$ cat src/dwt_pkg.sv
// dwt_pkg: shared types, codes and constants for the dictionary word transform
// used by dwt_core and dictionary_word_transform; no dependencies

package dwt_pkg;

   // transform kinds
   localparam logic [4:0] FUNC_IDENTITY       = 5'd0;
   localparam logic [4:0] FUNC_UPPER_FIRST    = 5'd1;
   localparam logic [4:0] FUNC_UPPER_ALL      = 5'd2;
   localparam logic [4:0] FUNC_OMIT_FIRST_END = 5'd11;
   localparam logic [4:0] FUNC_OMIT_LAST_END  = 5'd20;
   localparam logic [4:0] OMIT_FIRST_BIAS     = 5'd2;
   localparam logic [4:0] OMIT_LAST_BIAS      = 5'd11;

   // utf-8 style case folding
   localparam logic [7:0] LEAD_TWO_BYTE   = 8'd192;
   localparam logic [7:0] LEAD_THREE_BYTE = 8'd224;
   localparam logic [7:0] LOWER_A         = 8'd97;
   localparam logic [7:0] LOWER_Z         = 8'd122;
   localparam logic [7:0] CASE_FLIP       = 8'd32;
   localparam logic [7:0] THIRD_FLIP      = 8'd5;

   localparam logic [5:0] POS_MAX = 6'd63;
   localparam logic [6:0] LEN_MAX = 7'd127;

   // parameter defaults
   localparam int DEF_FERMENT_START_LIMIT = 34;
   localparam int DEF_OUTPUT_CAP          = 37;
   localparam int DEF_MAX_WORD_LEN        = 32;

   typedef enum logic [1:0] {
      PHASE_START = 2'd0,
      PHASE_XOR32 = 2'd1,
      PHASE_COPY  = 2'd2,
      PHASE_XOR5  = 2'd3
   } phase_type;

   typedef struct packed {
      logic [5:0] pos;
      logic [6:0] olen;
      phase_type  phase;
      logic       first_done;
      logic       active;
      logic       halted;
   } word_state_type;

   typedef struct packed {
      logic [7:0] out_byte;
      logic       out_keep;
      logic [6:0] out_len;
      logic       out_last;
   } result_type;

endpackage

$ cat src/dwt_core.sv
// dwt_core: per-byte transform logic, from current word state and one item
// to the result and the next word state; depends on dwt_pkg

module dwt_core
   import dwt_pkg::*;
#(
   parameter int FERMENT_START_LIMIT = DEF_FERMENT_START_LIMIT,
   parameter int OUTPUT_CAP          = DEF_OUTPUT_CAP,
   parameter int MAX_WORD_LEN        = DEF_MAX_WORD_LEN
) (
   input  logic [4:0]     func,
   input  logic [7:0]     in_byte,
   input  logic [5:0]     word_len,
   input  logic [5:0]     start_len,
   input  logic           in_last,
   input  word_state_type state_cur,
   output result_type     result,
   output word_state_type state_nxt
);

   localparam logic [6:0] START_LIMIT = 7'(FERMENT_START_LIMIT);
   localparam logic [6:0] CAP         = 7'(OUTPUT_CAP);
   localparam logic [5:0] WORD_MAX    = 6'(MAX_WORD_LEN);

   word_state_type st;
   word_state_type nx;
   logic [5:0]     wl;
   logic [4:0]     omit_n;
   logic           keep;
   logic [7:0]     val;
   logic           start_refused;
   logic [7:0]     brew_val;
   phase_type      brew_phase;

   // fresh word takes its start length
   always_comb begin
      st = state_cur;
      if (!state_cur.active) begin
         st.pos        = '0;
         st.olen       = {1'b0, start_len};
         st.phase      = PHASE_START;
         st.first_done = 1'b0;
         st.halted     = 1'b0;
         st.active     = 1'b1;
      end
   end

   assign wl = (word_len > WORD_MAX) ? WORD_MAX : word_len;

   // uppercasing of one byte
   always_comb begin
      brew_val   = in_byte;
      brew_phase = PHASE_START;
      case (st.phase)
         PHASE_XOR32: brew_val = in_byte ^ CASE_FLIP;
         PHASE_COPY:  brew_phase = PHASE_XOR5;
         PHASE_XOR5:  brew_val = in_byte ^ THIRD_FLIP;
         default: begin
            if (in_byte < LEAD_TWO_BYTE) begin
               if (in_byte >= LOWER_A && in_byte <= LOWER_Z) begin
                  brew_val = in_byte ^ CASE_FLIP;
               end
            end else if (in_byte < LEAD_THREE_BYTE) begin
               brew_phase = PHASE_XOR32;
            end else begin
               brew_phase = PHASE_COPY;
            end
         end
      endcase
   end

   assign start_refused = (st.phase == PHASE_START) && (st.olen >= START_LIMIT);

   always_comb begin
      nx     = st;
      keep   = 1'b0;
      val    = in_byte;
      omit_n = 5'd0;
      if (st.pos < wl && !st.halted) begin
         if (func == FUNC_IDENTITY) begin
            keep = 1'b1;
         end else if (func == FUNC_UPPER_FIRST) begin
            if (st.first_done) begin
               keep = (st.olen < CAP);
            end else if (start_refused) begin
               nx.halted = 1'b1;
            end else begin
               keep     = 1'b1;
               val      = brew_val;
               nx.phase = brew_phase;
               if (brew_phase == PHASE_START) begin
                  nx.first_done = 1'b1;
               end
            end
         end else if (func == FUNC_UPPER_ALL) begin
            if (start_refused) begin
               nx.halted = 1'b1;
            end else begin
               keep     = 1'b1;
               val      = brew_val;
               nx.phase = brew_phase;
            end
         end else if (func <= FUNC_OMIT_FIRST_END) begin
            omit_n = func - OMIT_FIRST_BIAS;
            keep   = (st.pos >= {1'b0, omit_n});
         end else if (func <= FUNC_OMIT_LAST_END) begin
            omit_n = func - OMIT_LAST_BIAS;
            keep   = (wl >= {1'b0, omit_n}) && (st.pos < wl - {1'b0, omit_n});
         end
      end
      if (keep && st.olen < LEN_MAX) begin
         nx.olen = st.olen + 7'd1;
      end
      if (st.pos < POS_MAX) begin
         nx.pos = st.pos + 6'd1;
      end
   end

   always_comb begin
      result.out_byte = keep ? val : 8'd0;
      result.out_keep = keep;
      result.out_len  = nx.olen;
      result.out_last = in_last;
      state_nxt       = nx;
      if (in_last) begin
         state_nxt.active     = 1'b0;
         state_nxt.pos        = '0;
         state_nxt.phase      = PHASE_START;
         state_nxt.first_done = 1'b0;
         state_nxt.halted     = 1'b0;
      end
   end

endmodule

$ cat src/dictionary_word_transform.sv
// dictionary_word_transform: top level, word state and result register
// around dwt_core; depends on dwt_pkg and dwt_core
//
// usage
//   req_ channel carries one byte of a dictionary word per item, with the
//   transform kind, word length, start length and a last-byte mark
//   rsp_ channel returns one item per request item: the transformed byte,
//   whether it is kept, the running output length and the last mark
//   rsp_ is registered: a request accepted at one edge shows after that edge;
//   one item per cycle unless rsp_ stalls, set by the single result register
//   req_ready is high while the result register is empty or being drained, so
//   a stalled receiver holds the result and stops new items after one
//   the word state (position, length, case phase) advances on each accepted
//   item; all but the length is cleared when a word's last byte is accepted
//   start length is sampled on the first byte of each word
//   reset (synchronous, active high) empties the result register and clears
//   the word state

module dictionary_word_transform
   import dwt_pkg::*;
#(
   parameter int FERMENT_START_LIMIT = DEF_FERMENT_START_LIMIT,
   parameter int OUTPUT_CAP          = DEF_OUTPUT_CAP,
   parameter int MAX_WORD_LEN        = DEF_MAX_WORD_LEN
) (
   input  logic       clock,
   input  logic       reset,
   input  logic       req_valid,
   output logic       req_ready,
   input  logic [4:0] req_func,
   input  logic [7:0] req_in_byte,
   input  logic [5:0] req_word_len,
   input  logic [5:0] req_start_len,
   input  logic       req_in_last,
   output logic       rsp_valid,
   input  logic       rsp_ready,
   output logic [7:0] rsp_out_byte,
   output logic       rsp_out_keep,
   output logic [6:0] rsp_out_len,
   output logic       rsp_out_last
);

   word_state_type state_ff;
   word_state_type state_in;
   result_type     result_ff;
   result_type     result_in;
   logic           valid_ff;
   logic           valid_in;
   logic           req_fire;

   // accept whenever the result slot is empty or frees up this cycle
   assign req_ready = !valid_ff || rsp_ready;
   assign req_fire  = req_valid && req_ready;

   dwt_core #(
      .FERMENT_START_LIMIT(FERMENT_START_LIMIT),
      .OUTPUT_CAP         (OUTPUT_CAP),
      .MAX_WORD_LEN       (MAX_WORD_LEN)
   ) u_core (
      .func      (req_func),
      .in_byte   (req_in_byte),
      .word_len  (req_word_len),
      .start_len (req_start_len),
      .in_last   (req_in_last),
      .state_cur (state_ff),
      .result    (result_in),
      .state_nxt (state_in)
   );

   // result slot stays full until taken
   always_comb begin
      valid_in = valid_ff;
      if (req_fire) begin
         valid_in = 1'b1;
      end else if (rsp_ready) begin
         valid_in = 1'b0;
      end
   end

   // control state
   always_ff @(posedge clock) begin
      if (reset) begin
         valid_ff <= 1'b0;
         state_ff <= '0;
      end else begin
         valid_ff <= valid_in;
         if (req_fire) begin
            state_ff <= state_in;
         end
      end
   end

   // payload, loaded only on acceptance
   always_ff @(posedge clock) begin
      if (req_fire) begin
         result_ff <= result_in;
      end
   end

   assign rsp_valid    = valid_ff;
   assign rsp_out_byte = result_ff.out_byte;
   assign rsp_out_keep = result_ff.out_keep;
   assign rsp_out_len  = result_ff.out_len;
   assign rsp_out_last = result_ff.out_last;

`ifndef SYNTHESIS
   // a kept byte always leaves a nonzero output length
   a_keep_len: assert property (@(posedge clock) disable iff (reset)
      rsp_valid && rsp_out_keep |-> rsp_out_len != 7'd0)
      else $error("kept byte with zero output length");

   // dropped bytes read as zero
   a_drop_zero: assert property (@(posedge clock) disable iff (reset)
      rsp_valid && !rsp_out_keep |-> rsp_out_byte == 8'd0)
      else $error("dropped byte not zero");

   // a last byte closes the word
   a_last_close: assert property (@(posedge clock) disable iff (reset)
      req_fire && req_in_last |=> !state_ff.active && state_ff.pos == 6'd0)
      else $error("word state not cleared after last byte");

   // the result of an accepted item carries its last mark
   a_last_copy: assert property (@(posedge clock) disable iff (reset)
      req_fire |=> rsp_valid && rsp_out_last == $past(req_in_last))
      else $error("last mark not carried to result");
`endif

endmodule
$ cat config.mk
export PLATFORM = sky130hd
export DESIGN_NAME = dictionary_word_transform
export DESIGN_NICKNAME = d
export VERILOG_FILES = /design/src/dwt_pkg.sv /design/src/dwt_core.sv /design/src/dictionary_word_transform.sv
export SDC_FILE = /design/constraint.sdc
export NUM_CORES = 1
export LEC_CHECK = 0
export ABC_AREA = 1
export ABC_CLOCK_PERIOD_IN_PS = 5550
export BUFFER_PORTS_ARGS = -buffer_cell sky130_fd_sc_hd__buf_4
export CORE_MARGIN = 2
export CORE_UTILIZATION = 50
export DETAILED_ROUTE_END_ITERATION = 6
export PLACE_DENSITY = 0.72
export SETUP_SLACK_MARGIN = 0.15
export SYNTH_ARGS = -nofsm -noshare
export SYNTH_HDL_FRONTEND = slang
export SYNTH_SLANG_ARGS = --single-unit
$ cat constraint.sdc
create_clock -name clock -period 5.55 [get_ports clock]
set_input_delay 0.555 -clock clock [delete_from_list [all_inputs] [get_ports clock]]
set_output_delay 0.555 -clock clock [all_outputs]
set_load 0.03 [all_outputs]
After elaboration in Yosys (flattened, before gate mapping)
Index checks and enable logic that the tools add are counted.
- add/subtract/negate cells: 5
- $lt $le $gt $ge: 15
- equality and inequality tests: 5
- mux-type cells: 43
- bitwise operators: 2
- reduce and logical (&&, ||, !) cells: 14
- operator list (kind ; number):
    two-way mux 6 bit ; 11
    two-way mux 1 bit ; 18
    two-way mux 18 bit ; 1
    one-hot mux 6 bit (3 select lines) ; 1
    < comparator 8 bit, second input constant ; 2
    >= comparator 6 x 5 -> 1 bit ; 2
    < comparator 6 bit ; 2
    two-way mux 3 bit ; 4
    two-way mux 2 bit ; 5
    >= comparator 8 x 7 -> 1 bit, second input constant ; 1
    less-or-equal comparator 8 x 7 -> 1 bit, second input constant ; 1
    adder 7 x 1 -> 7 bit, second input constant ; 1
    >= comparator 7 x 6 -> 1 bit, second input constant ; 1
    < comparator 7 x 6 -> 1 bit, second input constant ; 1
    < comparator 7 bit, second input constant ; 1
    two-way mux 7 bit ; 1
    adder 6 x 1 -> 6 bit, second input constant ; 1
    greater-than comparator 6 bit, second input constant ; 1
    logical AND 1 bit ; 6
    < comparator 6 bit, second input constant ; 1
    subtractor 6 x 5 -> 6 bit ; 1
    equality test 5 x 1 -> 1 bit, second input constant ; 1
    equality test 5 x 2 -> 1 bit, second input constant ; 1
    less-or-equal comparator 5 x 4 -> 1 bit, second input constant ; 1
    15 further kinds ; 18
- register bits: 36
- input bits: 30
- logic and storage cells: 95

Longest topological paths before layout
- word-level depth: 13
- gate-level depth with buffers: 25
- depth with buffers taken out: 25

Modules after synthesis
A second synthesis with hierarchy kept.
- cell total of the unflattened synthesis: 474
- area total of the unflattened synthesis: 3375.7 sq um
- modules (own cells, without submodules) (module ; times used ; cells each ; area each (sq um)):
    dwt_core ; 1 ; 333 ; 1908.1
    dictionary_word_transform ; 1 ; 141 ; 1467.7

Worst setup path before layout
Ideal clock, no wire load.
- kind: in2reg
- start: input req_func[2]
- end: register result_ff, in the netlist rsp_out_len[5], data pin
- data arrival time: 3.013 ns
- required time: 5.295 ns
- setup slack: 2.282 ns
- stages on the path: 20
- cell sequence: inv_1 ha_1 inv_1 o21ai_0 xor2_1 ha_1 a21o_1 a21oi_1 xor2_1 ha_1 a21oi_1 nand3_1 a21oi_1 nand2_1 nand2_1 nand2_2 nand2_8 nand3_4 nand2_1 nand2_1
- RTL lines (element ; RTL line ; source):
    start: declaration ; dictionary_word_transform.sv:30 ; input logic [4:0] req_func,
    end signal: assignment ; dictionary_word_transform.sv:96 ; result_ff <= result_in;
    end: declaration ; dictionary_word_transform.sv:45 ; result_type result_ff;

Worst setup path after layout
- start: input req_func[2]
- end: register state_ff[11] (netlist bit)
- longest elaborated chain between the ends: 12
- RTL lines (element ; RTL line ; source):
    subtractor 5 x 4 -> 5 bit ; dwt_core.sv:107 ; omit_n = func - OMIT_LAST_BIAS;
    subtractor 6 x 5 -> 6 bit ; dwt_core.sv:108 ; keep = (wl >= {1'b0, omit_n}) && (st.pos < wl - {1'b0, omit_n});
    < comparator 6 bit ; dwt_core.sv:108 ;
    logical AND 1 bit ; dwt_core.sv:108 ;
    two-way mux 1 bit ; dwt_core.sv:106 ; end else if (func <= FUNC_OMIT_LAST_END) begin
    two-way mux 1 bit ; dwt_core.sv:103 ; end else if (func <= FUNC_OMIT_FIRST_END) begin
    two-way mux 1 bit ; dwt_core.sv:95 ; end else if (func == FUNC_UPPER_ALL) begin
    two-way mux 1 bit ; dwt_core.sv:82 ; end else if (func == FUNC_UPPER_FIRST) begin
    two-way mux 1 bit * ; dwt_core.sv:80 ; if (func == FUNC_IDENTITY) begin
    two-way mux 1 bit * ; dwt_core.sv:79 ; if (st.pos < wl && !st.halted) begin
    logical AND 1 bit * ; dwt_core.sv:111 ; if (keep && st.olen < LEN_MAX) begin
    two-way mux 7 bit * ; dwt_core.sv:111 ;
    end signal: assignment ; dictionary_word_transform.sv:88 ; state_ff <= state_in;
    end: declaration ; dictionary_word_transform.sv:43 ; word_state_type state_ff;
Mark *: on every way between the ends. The rest lies on a longest branch, timed or not.
A chain may end at the register's enable or synchronous reset.

==> flow_metrics.py <==
metrics = {
    "outcome": {
        "status": "completed",
    },
    "power_and_ir_drop": {
        "p_per_area_nw_per_um2": 212,
        "p_leak_nw": 1.85,
        "irDropWorstVdd_mv": 0.111,
        "power_mw": 0.736,
    },
    "synth": {
        "synth_area_leaders": "edfxtp_1, nand2_1, dfxtp_1",
        "synthFlopType": "dfxtp_1",
        "yosysTopAreaCell": "edfxtp_1",
        "synth.top_cell.area_share": 0.172,
        "synth_area_um2": 2960,
        "ys.warnings.count": 0,
        "syn_avg_cell_area_um2": 7.03,
        "synth_seq_cells": 36,
        "yosysSeqAreaShare": 0.301,
        "ys_types": 35,
        "syn_inst": 421,
        "async_reset_ff_frac": 0,
        "yosysMostFrequentCell": "nand2_1",
        "synth_edf_count": 17,
        "synthesis.nets": 479,
        "synth_common_cells": "nand2_1, inv_1, nor2_1",
    },
    "cts": {
        "worstSkewPairLatency_ns": 0.29,
        "cts-root-buf": "clkbuf_8",
        "cts_buffer_depth": 2,
        "hold_buffers": 0,
        "cts_buffers": 5,
        "cts_tree": "built",
        "cts.sinks": 36,
        "post_cts_buffers": 0,
        "htreeDepth": 2,
        "clk_pin_slew_worst_paths_ns": 0.07,
        "cts_resized": 0,
    },
    "critical_path": {
        "reg2reg_depth": 14,
        "criticalPathCategory": "primary input to register",
        "path_common_cell": "nand2_1",
        "start_kind": "primary input",
        "worstPathCellList": "buf_4 > inv_1 > ha_1 > inv_1 > o21ai_0 > xor2_1 > ha_1 > a21o_1 > a21oi_1 > xor2_1 > ha_1 > a21oi_1 > nand3_1 > a21oi_1 > nand2_1 > nand2_1 > nand2_2 > nand2_8 > nand3_4 > nand2_1 > nand3_1 > nand2_1 > inv_1",
        "cp-end-kind": "register",
        "crit_arrival_ns": 3.66,
        "crit_required_ns": 5.74,
        "slowest_stage": "ha_1",
        "worstPathMaxFanout": 9,
        "slowest_delay_ns": 0.29,
    },
    "global_routing": {
        "groute.usage.overall": 0.212,
        "grt_antenna_before_repair": 0,
        "grt_max_degree": 30,
        "grt_pass1_vias": 2592,
        "grt_pass1_wl_mm": 11.1,
        "overflow": 0,
    },
    "layout": {
        "nFillCells": 548,
        "diodes": 0,
        "multi_input_area_um2": 1730,
        "synthToLayoutAreaGrowth_pct": 17.3,
        "nNetsFinal": 528,
        "regArea_um2": 891,
        "final_layout_size_suffix_gt1_frac": 0.178,
    },
    "drt": {
        "first_iter_violations": 122,
        "avgRoutedWirePerCell_um": 12.2,
        "wl_mm": 6.66,
        "vias": 2781,
        "drt_drc_violations_left": 0,
        "drtAntennaViolNets": 0,
        "dr.pass1.iters": 5,
        "drt-vias-per-instance": 5.09,
    },
    "placement": {
        "hpwl_mm": 5.30,
        "place.gp.congestion": 0.829,
        "port_buffers": 48,
    },
    "floorplanning": {
        "fp-row-count": 28,
        "fp.dieW_um": 80.9,
        "die_h_um": 80.9,
        "initial_core_util": 0.509,
        "io_pins": 49,
        "core_area_um2": 5820,
        "dieArea_um2": 6550,
    },
    "timing": {
        "final.min_clock_period_ns": 3.47,
        "layout_worst_path_cycle_share": 0.626,
        "hold_viol_final": 0,
        "max_slew.worst_pin.slew_ns": 0.972,
        "drv_slew": 0,
        "tns_ns": 0,
        "slew_headroom": 0.351,
        "finalSetupViolCount": 0,
        "clock.fmax_ghz": 0.288,
        "rsz0062_at_grt": "false",
        "fin_skew_ns": 0.00340,
    },
    "min_path": {
        "hold_path_class": "primary input to register",
        "min_path_cells": 1,
    },
    "job": {
        "maxCapViolCount": 0,
    },
}
==> final cells by class <==
type,instances,area share
Multi-Input combinational cell,300,0.499
Clock buffer,7,0.0249
Timing Repair Buffer,49,0.106
Tap cell,75,0.0270
Clock inverter,1,0.00216
Sequential cell,36,0.256
Inverter,78,0.0843
==> per-layer routing <==
| layer | GRT usage | part of all wire | vias up |
|---|---|---|---|
| li1 | - | - | 1460 |
| met1 | 0.255 | 0.46 | 1251 |
| met2 | 0.396 | 0.49 | 61 |
| met3 | 0.0278 | 0.039 | 9 |
| met4 | 0.0542 | 0.014 | 0 |
| met5 | 0 | 0 | - |
==> worst paths after layout <==
path	slack (ns)	from	endpoint
max reg2reg	2.40	state_ff[1]	rsp_out_byte[0]
min reg2reg	0.47	state_ff[15]	state_ff[15]
min	0.47	req_in_last	rsp_out_last
max	2.08	req_func[2]	state_ff[11]
==> layout by cell type, fill, tap and decap left out, types with 4 or more instances in the layout <==
cell,count
o21ai_1,5
nand2_2,4
nand3_1,17
clkbuf_8,6
nor2_1,35
buf_4,49
nand4_1,11
o21ai_0,16
ha_1,28
inv_2,10
dfxtp_1,19
a21oi_1,29
nand2_1,102
xor2_1,13
o211ai_1,5
edfxtp_1,17
nand2_4,4
inv_1,68
nor3_1,8
==> through the flow <==
step	hold slack, ns	cell area, µm²	worst slack, ns	util	cells
detailed placement	0.459	3380	1.83	0.581	538
CTS	0.460	3470	2.09	0.597	546
global route	0.460	3470	1.73	0.597	546
floorplan	0.440	2960	2.28	-	421
global placement	0.452	3380	1.93	0.581	538
finish	0.466	3470	2.08	0.597	546
==> worst max-delay path, delay by kind of cell <==
family                   cells  cell delay, ns
AND/OR/NAND/NOR              9            0.81
AO/OA/AOI/OAI                5            0.89
adder cells (fa/ha/maj)      3            0.71
XOR/XNOR                     2            0.36
buffers and inverters        4            0.32
==> sequential cells by signal, summed over array words and instances, names as in the netlist <==
name and flops:
rsp_out_keep 1, rsp_out_last 1, rsp_out_len 7, rsp_out_byte 8, rsp_valid 1, state_ff 18
==> report_power, final <==
| group | internal (mW) | switching (mW) | total (mW) |
|---|---|---|---|
| logic | 0.0850 | 0.144 | 0.229 |
| clock network | 0.101 | 0.0963 | 0.197 |
| registers | 0.301 | 0.00818 | 0.309 |
| total | 0.487 | 0.249 | 0.736 |
==> cell families (layout without fill, tap and decap cells) <==
group,after synthesis,after routing,synth area share
flip-flops,36,36,0.301
AND/OR/NAND/NOR,188,188,0.289
XOR/XNOR,16,16,0.0473
AO/OA/AOI/OAI,68,68,0.131
buffers and inverters,85,135,0.113
adder cells (fa/ha/maj),28,28,0.118
Power figures use the tool's default switching activity.
